[src/sv/vit_pkg.sv]
// Shared types and constants for the value interning table.
package vit_pkg;

  // Width of an interned value.
  localparam int unsigned VALUE_W = 32;

  // Width of the id field of a result.
  localparam int unsigned ID_W = 7;

  // Fields of one result item.
  typedef struct packed {
    logic [ID_W-1:0] id_out;
    logic            was_new;
    logic            table_full;
  } vit_result_t;

endpackage

[src/sv/vit_if.sv]
// Valid/ready channel interfaces for the value interning table.
interface vit_value_if;
  import vit_pkg::*;

  logic                      valid;
  logic                      ready;
  logic signed [VALUE_W-1:0] value;

  modport source (output valid, output value, input ready);
  modport sink (input valid, input value, output ready);
endinterface

interface vit_result_if;
  import vit_pkg::*;

  logic            valid;
  logic            ready;
  logic [ID_W-1:0] id_out;
  logic            was_new;
  logic            table_full;

  modport source (output valid, output id_out, output was_new, output table_full, input ready);
  modport sink (input valid, input id_out, input was_new, input table_full, output ready);
endinterface

[src/sv/value_interning_table.sv]
// Value interning table: maps 32-bit values to ids in order of first appearance.
//
//   channel     dir  payload                          handshake
//   item_in     in   value (32 b, signed)             valid/ready
//   result_out  out  id_out (7 b), was_new, table_full valid/ready
//
// The stored values are scanned one per cycle through the single registered read
// port of the value memory. The result is loaded once the scan ends, and the next
// item can be taken in the cycle after the result is loaded; only one item is
// handled at a time. A hit ends the scan early.
// Reset clears the entry count and the control state; the value memory is not
// cleared, as only entries below the count are ever read.
// A waiting result sits in the output register while the next item is taken;
// the block stalls at the end of that next item until the result is taken.
module value_interning_table #(
  parameter int unsigned TABLE_DEPTH = 64
) (
  input logic          clk,
  input logic          rst,
  vit_value_if.sink    item_in,
  vit_result_if.source result_out
);
  import vit_pkg::*;

  localparam int unsigned ADDR_W = (TABLE_DEPTH > 1) ? $clog2(TABLE_DEPTH) : 1;
  localparam int unsigned CNT_W  = $clog2(TABLE_DEPTH + 1);
  localparam int unsigned IDW    = (CNT_W > ID_W) ? CNT_W : ID_W;

  typedef enum logic [1:0] {
    S_IDLE,
    S_SCAN,
    S_FINISH
  } state_t;

  state_t               state;
  logic [VALUE_W-1:0]   probe;
  logic [CNT_W-1:0]     count;
  logic [CNT_W-1:0]     rd_cnt;
  logic [ADDR_W-1:0]    cmp_idx;
  logic                 cmp_vld;
  logic                 hit;
  logic [ADDR_W-1:0]    hit_pos;
  logic [VALUE_W-1:0]   rdata;

  // Value memory: one write port, one registered read port.
  logic [VALUE_W-1:0]   mem [TABLE_DEPTH];

  logic                 rd_en;
  logic                 match;
  logic                 load;
  logic                 wr_en;
  logic                 is_full;
  logic [IDW-1:0]       id_wide;
  vit_result_t          res;

  assign item_in.ready = (state == S_IDLE);

  // Compare the data read in the previous cycle against the probe.
  assign match = cmp_vld && (rdata == probe);

  // Keep issuing reads until every stored entry has been fetched or a hit is found.
  assign rd_en = (state == S_SCAN) && (rd_cnt != count) && !match;

  // The result register is free when empty or being emptied this cycle.
  assign load    = (state == S_FINISH) && (!result_out.valid || result_out.ready);
  assign is_full = (count == CNT_W'(TABLE_DEPTH));
  assign wr_en   = load && !hit && !is_full;

  // Build the result item from the scan outcome.
  always_comb begin
    if (hit) begin
      id_wide = IDW'(hit_pos) + IDW'(1);
    end else if (!is_full) begin
      id_wide = IDW'(count) + IDW'(1);
    end else begin
      id_wide = '0;
    end
    res.id_out     = id_wide[ID_W-1:0];
    res.was_new    = !hit && !is_full;
    res.table_full = !hit && is_full;
  end

  // Memory read port.
  always_ff @(posedge clk) begin
    if (rd_en) begin
      rdata <= mem[rd_cnt[ADDR_W-1:0]];
    end
  end

  // Memory write port: appends a missed value at the current count.
  always_ff @(posedge clk) begin
    if (wr_en) begin
      mem[count[ADDR_W-1:0]] <= probe;
    end
  end

  // Sequencer, entry count and output register.
  always_ff @(posedge clk) begin
    if (rst) begin
      state            <= S_IDLE;
      count            <= '0;
      cmp_vld          <= 1'b0;
      hit              <= 1'b0;
      result_out.valid <= 1'b0;
    end else begin
      // The output register fills on a load and empties on a transfer.
      if (load) begin
        result_out.valid <= 1'b1;
      end else if (result_out.valid && result_out.ready) begin
        result_out.valid <= 1'b0;
      end
      unique case (state)
        S_IDLE: begin
          if (item_in.valid) begin
            probe   <= item_in.value;
            rd_cnt  <= '0;
            cmp_vld <= 1'b0;
            hit     <= 1'b0;
            state   <= S_SCAN;
          end
        end
        S_SCAN: begin
          cmp_vld <= rd_en;
          if (rd_en) begin
            cmp_idx <= rd_cnt[ADDR_W-1:0];
            rd_cnt  <= rd_cnt + CNT_W'(1);
          end
          if (match) begin
            hit     <= 1'b1;
            hit_pos <= cmp_idx;
            state   <= S_FINISH;
          end else if (!cmp_vld && (rd_cnt == count)) begin
            // Every stored entry has been compared without a hit.
            state <= S_FINISH;
          end
        end
        S_FINISH: begin
          cmp_vld <= 1'b0;
          if (load) begin
            result_out.id_out     <= res.id_out;
            result_out.was_new    <= res.was_new;
            result_out.table_full <= res.table_full;
            if (wr_en) begin
              count <= count + CNT_W'(1);
            end
            state <= S_IDLE;
          end
        end
        default: state <= S_IDLE;
      endcase
    end
  end

  // The entry count never passes the table depth.
  a_count_range: assert property (@(posedge clk) disable iff (rst)
    count <= CNT_W'(TABLE_DEPTH))
    else $error("entry count beyond table depth");

  // A result is never both new and an overflow.
  a_flags_exclusive: assert property (@(posedge clk) disable iff (rst)
    result_out.valid |-> !(result_out.was_new && result_out.table_full))
    else $error("result marked both new and full");

  // A new entry advances the count by exactly one.
  a_insert_count: assert property (@(posedge clk) disable iff (rst)
    wr_en |=> count == $past(count) + CNT_W'(1))
    else $error("insert did not advance the entry count");

  // Reads only ever touch entries that were written.
  a_read_written: assert property (@(posedge clk) disable iff (rst)
    rd_en |-> rd_cnt < count)
    else $error("read of an unwritten entry");

endmodule
[src/flat_wrapper.sv]
// flat-port wrapper written by rule: the top's interface ports become plain ports
module value_interning_table_flat import vit_pkg::*;
#(
  parameter int unsigned TABLE_DEPTH = 64
)
  (clk, rst, item_in_valid, item_in_value, item_in_ready, result_out_valid, result_out_id_out, result_out_was_new, result_out_table_full, result_out_ready);
  vit_value_if item_in_i ();
  vit_result_if result_out_i ();
  input logic clk;
  input logic rst;
  input wire logic [$bits(item_in_i.valid)-1:0] item_in_valid;
  input wire logic [$bits(item_in_i.value)-1:0] item_in_value;
  output wire logic [$bits(item_in_i.ready)-1:0] item_in_ready;
  output wire logic [$bits(result_out_i.valid)-1:0] result_out_valid;
  output wire logic [$bits(result_out_i.id_out)-1:0] result_out_id_out;
  output wire logic [$bits(result_out_i.was_new)-1:0] result_out_was_new;
  output wire logic [$bits(result_out_i.table_full)-1:0] result_out_table_full;
  input wire logic [$bits(result_out_i.ready)-1:0] result_out_ready;
  assign item_in_i.valid = item_in_valid;
  assign item_in_i.value = item_in_value;
  assign item_in_ready = item_in_i.ready;
  assign result_out_valid = result_out_i.valid;
  assign result_out_id_out = result_out_i.id_out;
  assign result_out_was_new = result_out_i.was_new;
  assign result_out_table_full = result_out_i.table_full;
  assign result_out_i.ready = result_out_ready;
  value_interning_table #(.TABLE_DEPTH(TABLE_DEPTH)) u_core (.clk(clk), .rst(rst), .item_in(item_in_i), .result_out(result_out_i));
endmodule
[config.mk]
export PLATFORM = sky130hd
export DESIGN_NAME = value_interning_table_flat
export DESIGN_NICKNAME = d
export VERILOG_FILES = /design/src/sv/vit_pkg.sv /design/src/sv/vit_if.sv /design/src/sv/value_interning_table.sv /design/src/flat_wrapper.sv
export SDC_FILE = /design/constraint.sdc
export NUM_CORES = 2
export LEC_CHECK = 0
export BUFFER_PORTS_ARGS = -buffer_cell sky130_fd_sc_hd__buf_4
export CORE_MARGIN = 2
export CORE_UTILIZATION = 60
export CTS_CLUSTER_SIZE = 28
export DETAILED_ROUTE_END_ITERATION = 10
export PLACE_DENSITY = 0.76
export SYNTH_ARGS = -nofsm -noshare
export SYNTH_HDL_FRONTEND = slang
export SYNTH_SLANG_ARGS = --single-unit
[constraint.sdc]
create_clock -name clk -period 5.56 [get_ports clk]
set_clock_uncertainty 0.1 [all_clocks]
set_input_delay 0.834 -clock clk [delete_from_list [all_inputs] [get_ports clk]]
set_output_delay 0.834 -clock clk [all_outputs]
set_load 0.01 [all_outputs]
# ---- Word-level counts from Yosys, hierarchy flattened
# Memory sizes are Yosys's and may differ from the RTL's. A register that Yosys moved wholly into a read port is not among the register bits.
# Cells that the tools add are included.
dict set report word_totals {
  register_bits 72
  mem_bits_rw 2048
  in_bits 36
  mem_count 1
}
dict set report classes {
  add_sub_neg 3
  n_eq_ne 11
  mux 18
  bitwise_logic 1
  reduce_logical 29
}
# memory depth width rd rd_clocked_by_memory_dff write_ports line_no
set memory_table {}
lappend memory_table {u_core.mem 64 32 1 1 1 value_interning_table.sv:46} ;# logic [VALUE_W-1:0] mem [TABLE_DEPTH];
# op n
set op_table {}
lappend op_table {{$eq 32x32->1} 1}
lappend op_table {{$mux 7} 4}
lappend op_table {{$reduce_and 3->1} 7}
lappend op_table {{$add 7x1->7 const B} 2}
lappend op_table {{$pmux 7 s2} 1}
lappend op_table {{$logic_and 1x1->1} 10}
lappend op_table {{$mux 2} 4}
lappend op_table {{$add 6x1->7 const B} 1}
lappend op_table {{$eq 7x7->1} 1}
lappend op_table {{$eq 7x7->1 const B} 1}
lappend op_table {{$ne 7x7->1} 1}
lappend op_table {{$mux 1} 6}
lappend op_table {{$ne 2x1->1 const B} 3}
lappend op_table {{$pmux 2 s3} 1}
lappend op_table {{$logic_not 1->1} 5}
lappend op_table {{$reduce_and 4->1} 1}
lappend op_table {{$reduce_bool 2->1} 2}
lappend op_table {{$ne 3x2->1 const B} 1}
lappend op_table {{$pmux 1 s3} 1}
lappend op_table {{$reduce_bool 3->1} 1}
lappend op_table {{$eq 2x1->1 const B} 1}
lappend op_table {{$eq 2x2->1 const B} 1}
lappend op_table {{$logic_not 2->1} 1}
lappend op_table {{$ne 2x2->1 const B} 1}
lappend op_table {{other kinds (4)} 4}

# ---- Longest topological paths before layout
dict set report depth {
  ltp_word 7
  depth_mapped 12
  depth_no_buf 8
}

# ---- Least setup slack after synthesis
# Ideal clock, no wire load.
dict set report synth_timing {
  path_type {register to register}
  start {register u_core.count[0]}
  end {memory u_core.mem[24][0] (enable)}
  setup_time_ps 421
  arrival_ps 3351
  required_time_ps 5039
  slack_ps 1688
  path_stages_with_launch 10
  cell_sequence {dfxtp_1 > clkbuf_1 > inv_1 > ha_1 > nand2_1 > nor4b_2 > nor4_4 > nor2b_1 > nand3_1 > nor2_1}
}
dict set report synth_via {
  elab_chain_len 5
}
# element line_no
set synth_lines {}
lappend synth_lines {{from (decl)} value_interning_table.sv:37} ;# logic [CNT_W-1:0] count;
lappend synth_lines {{from (signal assigned)} value_interning_table.sv:144} ;# count <= count + CNT_W'(1);
lappend synth_lines {{$eq 7x7->1} value_interning_table.sv:66} ;# assign is_full = (count == CNT_W'(TABLE_DEPTH));
lappend synth_lines {{$logic_not 1->1} value_interning_table.sv:67} ;# assign wr_en = load && !hit && !is_full;
lappend synth_lines {{$logic_and 1x1->1} value_interning_table.sv:67}
lappend synth_lines {{$mux 1} value_interning_table.sv:92} ;# if (wr_en) begin
lappend synth_lines {{$mux 1 (not written as such)} value_interning_table.sv:93} ;# mem[count[ADDR_W-1:0]] <= probe;
lappend synth_lines {{to (decl)} value_interning_table.sv:46}
# Several ways; a longest one is shown, not always the timed one.

# ---- Final worst setup path
dict set report layout_timing {
  start {register u_core.count[0]}
  end {memory u_core.mem[56][24] (enable)}
}
# The elaborated chain is that of the path after synthesis.

==> out/qor.txt <==
Status - completed
F_max - 225 MHz
Pre-CTS setup slack - 1.25 ns
Die area - 140000 um^2
Initial antenna violation count - 15
Largest stage delay on the critical path - 0.99 ns
TNS Setup - 0 ns
Max Slew Vio Count - 0
Routed WL per cell - 38.1 um
Average size of a mapped cell - 23.0 um^2
Area of the mapped netlist - 82300 um^2
# DRC - 0
Slew HR - 6.61%
Crit-path cells - inv_1, ha_1, nand2_1, nor4b_2, nor4_4, and2_1, nand3_1, nor2_4, buf_4
Clock transition at path regs - 0.06 ns
Synth Area in Adders - 0.0608%
Post-CTS Resized - 0
Overflow after GRT - 0
PnR worst setup slack - 1.12 ns
Met3 Usage GRT - 8.90%
Critical Path Fanout Max - 27
Via count of the first global-routing pass - 39800
1st-iter DRT viols - 6979
Yosys warning count - 0
Crit path kind - reg -> reg
Compound-Gate Fraction of Synth Area - 2.14%
Simple-gate share of the synthesized area - 1.44%
Hold WS - 0.0780 ns
Fill count - 7993
Chip Height - 374 um
Ys async rst share - 0%
Vias - 40600
Cell Pwr Density - 372 nW/um^2
Cell taking the most area after synthesis - edfxtp_1
Syn-to-layout area delta - 12.2%
Core ar. - 136000 um^2
Clock latency on the worst-skew pair - 0.85 ns
Final Setup Violations - 0
Post-CTS Setup Bufs - 0
Synth Area in XOR/XNOR - 0.617%
Synth Net Count - 3619
Worst reg-to-reg setup slack - 1.12 ns
Seq/Total Area, Yosys - 78.4%
H-tree Lvls - 4
Starting Density - 60.6%
Core Rows - 135
CTS max path bufs - 3
PortBufs - 46
Worst Path Arrival - 4.88 ns
Post-synthesis mux area share - 16.1%
Global-route wire length before repair - 306000 um
Synth area leaders - edfxtp_1 (78%), mux4_2 (15%), mux2i_1 (1.5%)
Critical path required time - 6.00 ns
Top Usage Layer GRT - met2
Main combinational cell family by area after synthesis - multiplexers
CTS tree - built
Yosys top cell area share - 78.1%
Fin crit period - 4.44 ns
CTS Root Cell - clkbuf_16
EDFF count, synth - 2140
Layout cell share with drive strength beyond 1 - 27.9%
Post-CTS Hold Buffers - 0
Largest net degree at the start of global routing - 88
Final period util - 79.8%
MaxCap Viol Count - 0
Post-detailed-route count of antenna-violating nets - 0
Seq cells post-synth - 2152
Pre-Repair DR Iteration Count - 6
Vias per std cell - 7.06
Hpwl dp - 128000 um
Gr usage total - 31.7%
Met2 Use GR - 48.0%
Most frequent cell after synthesis - edfxtp_1
IO Pins - 47
Hold/Removal Path Class - in -> reg
Crit path launch type - flip-flop
Worst R2R Path Depth - 9
Worst-Margin Slew - 1.39 ns
Synth cell types - 52
Post-Synthesis Cells - 3579
Grt met1 use - 43.5%
Tot Pwr - 34.4 mW
Nets - 3834
Slowest cell on the critical path - nor2_4
Maximum VDD drop - 0.000245 V
Hold Crit Depth - 1
Final wirelength - 219000 um
Crit end category - flip-flop
Clock sink total - 2152
Die W - 374 um
CTS buffer count - 206
Leakage - 28.7 nW
RSZ-0062 raised after global routing - no
Fin util - 68.0%
Gpl congestion - 0.940
Final hold violations - 0
Top_reg_cell synth - edfxtp_1
Most common library cells after synthesis - edfxtp_1 (2140), mux4_2 (532), mux2i_1 (123), nor2_1 (107), nand2_1 (71)
cell usage in the layout (no fill, tap or decap), types with 34 or more instances in the layout:
cell and n:
clkbuf_1 43, a22oi_1 61, mux2i_1 123, clkinv_1 54, edfxtp_1 2140, nor2_1 40, buf_4 180, clkinv_2 34
mux4_2 532, o21ai_0 34, clkbuf_16 216, nand2_1 71, xnor2_1 41, nor2_4 65
worst max-delay path: cells and delay by family, from the launching register on:
kind	cells	cell delay, ns
buffers and inverters	2	0.49
flip-flops	1	0.55
AND/OR/NAND/NOR	6	2.74
adder cells (fa/ha/maj)	1	0.25
where the power goes:
group	switching [mW]	total [mW]	internal, mW
registers	0.0604	17.9	17.9
clock network	5.96	13.7	7.72
logic	1.74	2.77	1.03
total	7.76	34.4	26.6
cell type report:
class / count / area (um^2) / area share [%]
Antenna cell: 2 / 5.00 / 0.00542
Clock buffer: 259 / 5570 / 6.03
Clock inverter: 126 / 1000 / 1.08
Inverter: 8 / 30.0 / 0.0325
Multi-Input combinational cell: 1228 / 17300 / 18.7
Sequential cell: 2152 / 64500 / 69.9
Tap cell: 1781 / 2230 / 2.41
Timing Repair Buffer: 198 / 1710 / 1.85
flip-flops by register name, summed over array words and instances (netlist names), 2 cells and up:
name                      count
u_core.state                  2
u_core.probe                 32
u_core.hit_pos                6
u_core.rd_cnt                 7
u_core.result_out.id_out      7
u_core.cmp_idx                6
u_core.count                  7
u_core.rdata                 32
u_core.mem                 2048
metal layers:
layer / up-vias / wire length [um]
met1: 21300 / 76200
met2: 3198 / 103000
li1: 15700 / -
met3: 497 / 29200
met5: - / 37
met4: 6 / 11200
per-stage QoR:
| step | area (um^2) | std cells |
|---|---|---|
| global route | 92300 | 5752 |
| global placement | 85700 | 5367 |
| CTS | 92300 | 5752 |
| floorplan | 82300 | 3579 |
| detailed placement | 85700 | 5367 |
| finish | 92300 | 5754 |
logic make-up after synthesis:
family,after synthesis
compound gates,248
xor+xnor,58
flops,2152
mux,658
buf+inv,199
simple gates,260
fa+ha+maj,4
path summary, 6_finish.rpt:
| check | startpoint | end |
|---|---|---|
| max reg2reg | u_core.count[0]$_SDFFE_PP0P_ | u_core.mem[56][24]$_DFFE_PP_ |
| min | item_in_value[17] | u_core.probe[17]$_DFFE_PP_ |
| min reg2reg | u_core.cmp_idx[2]$_DFFE_PP_ | u_core.hit_pos[2]$_DFFE_PP_ |
| max | u_core.count[0]$_SDFFE_PP0P_ | u_core.mem[56][24]$_DFFE_PP_ |
(Power assumes the default switching activity.)
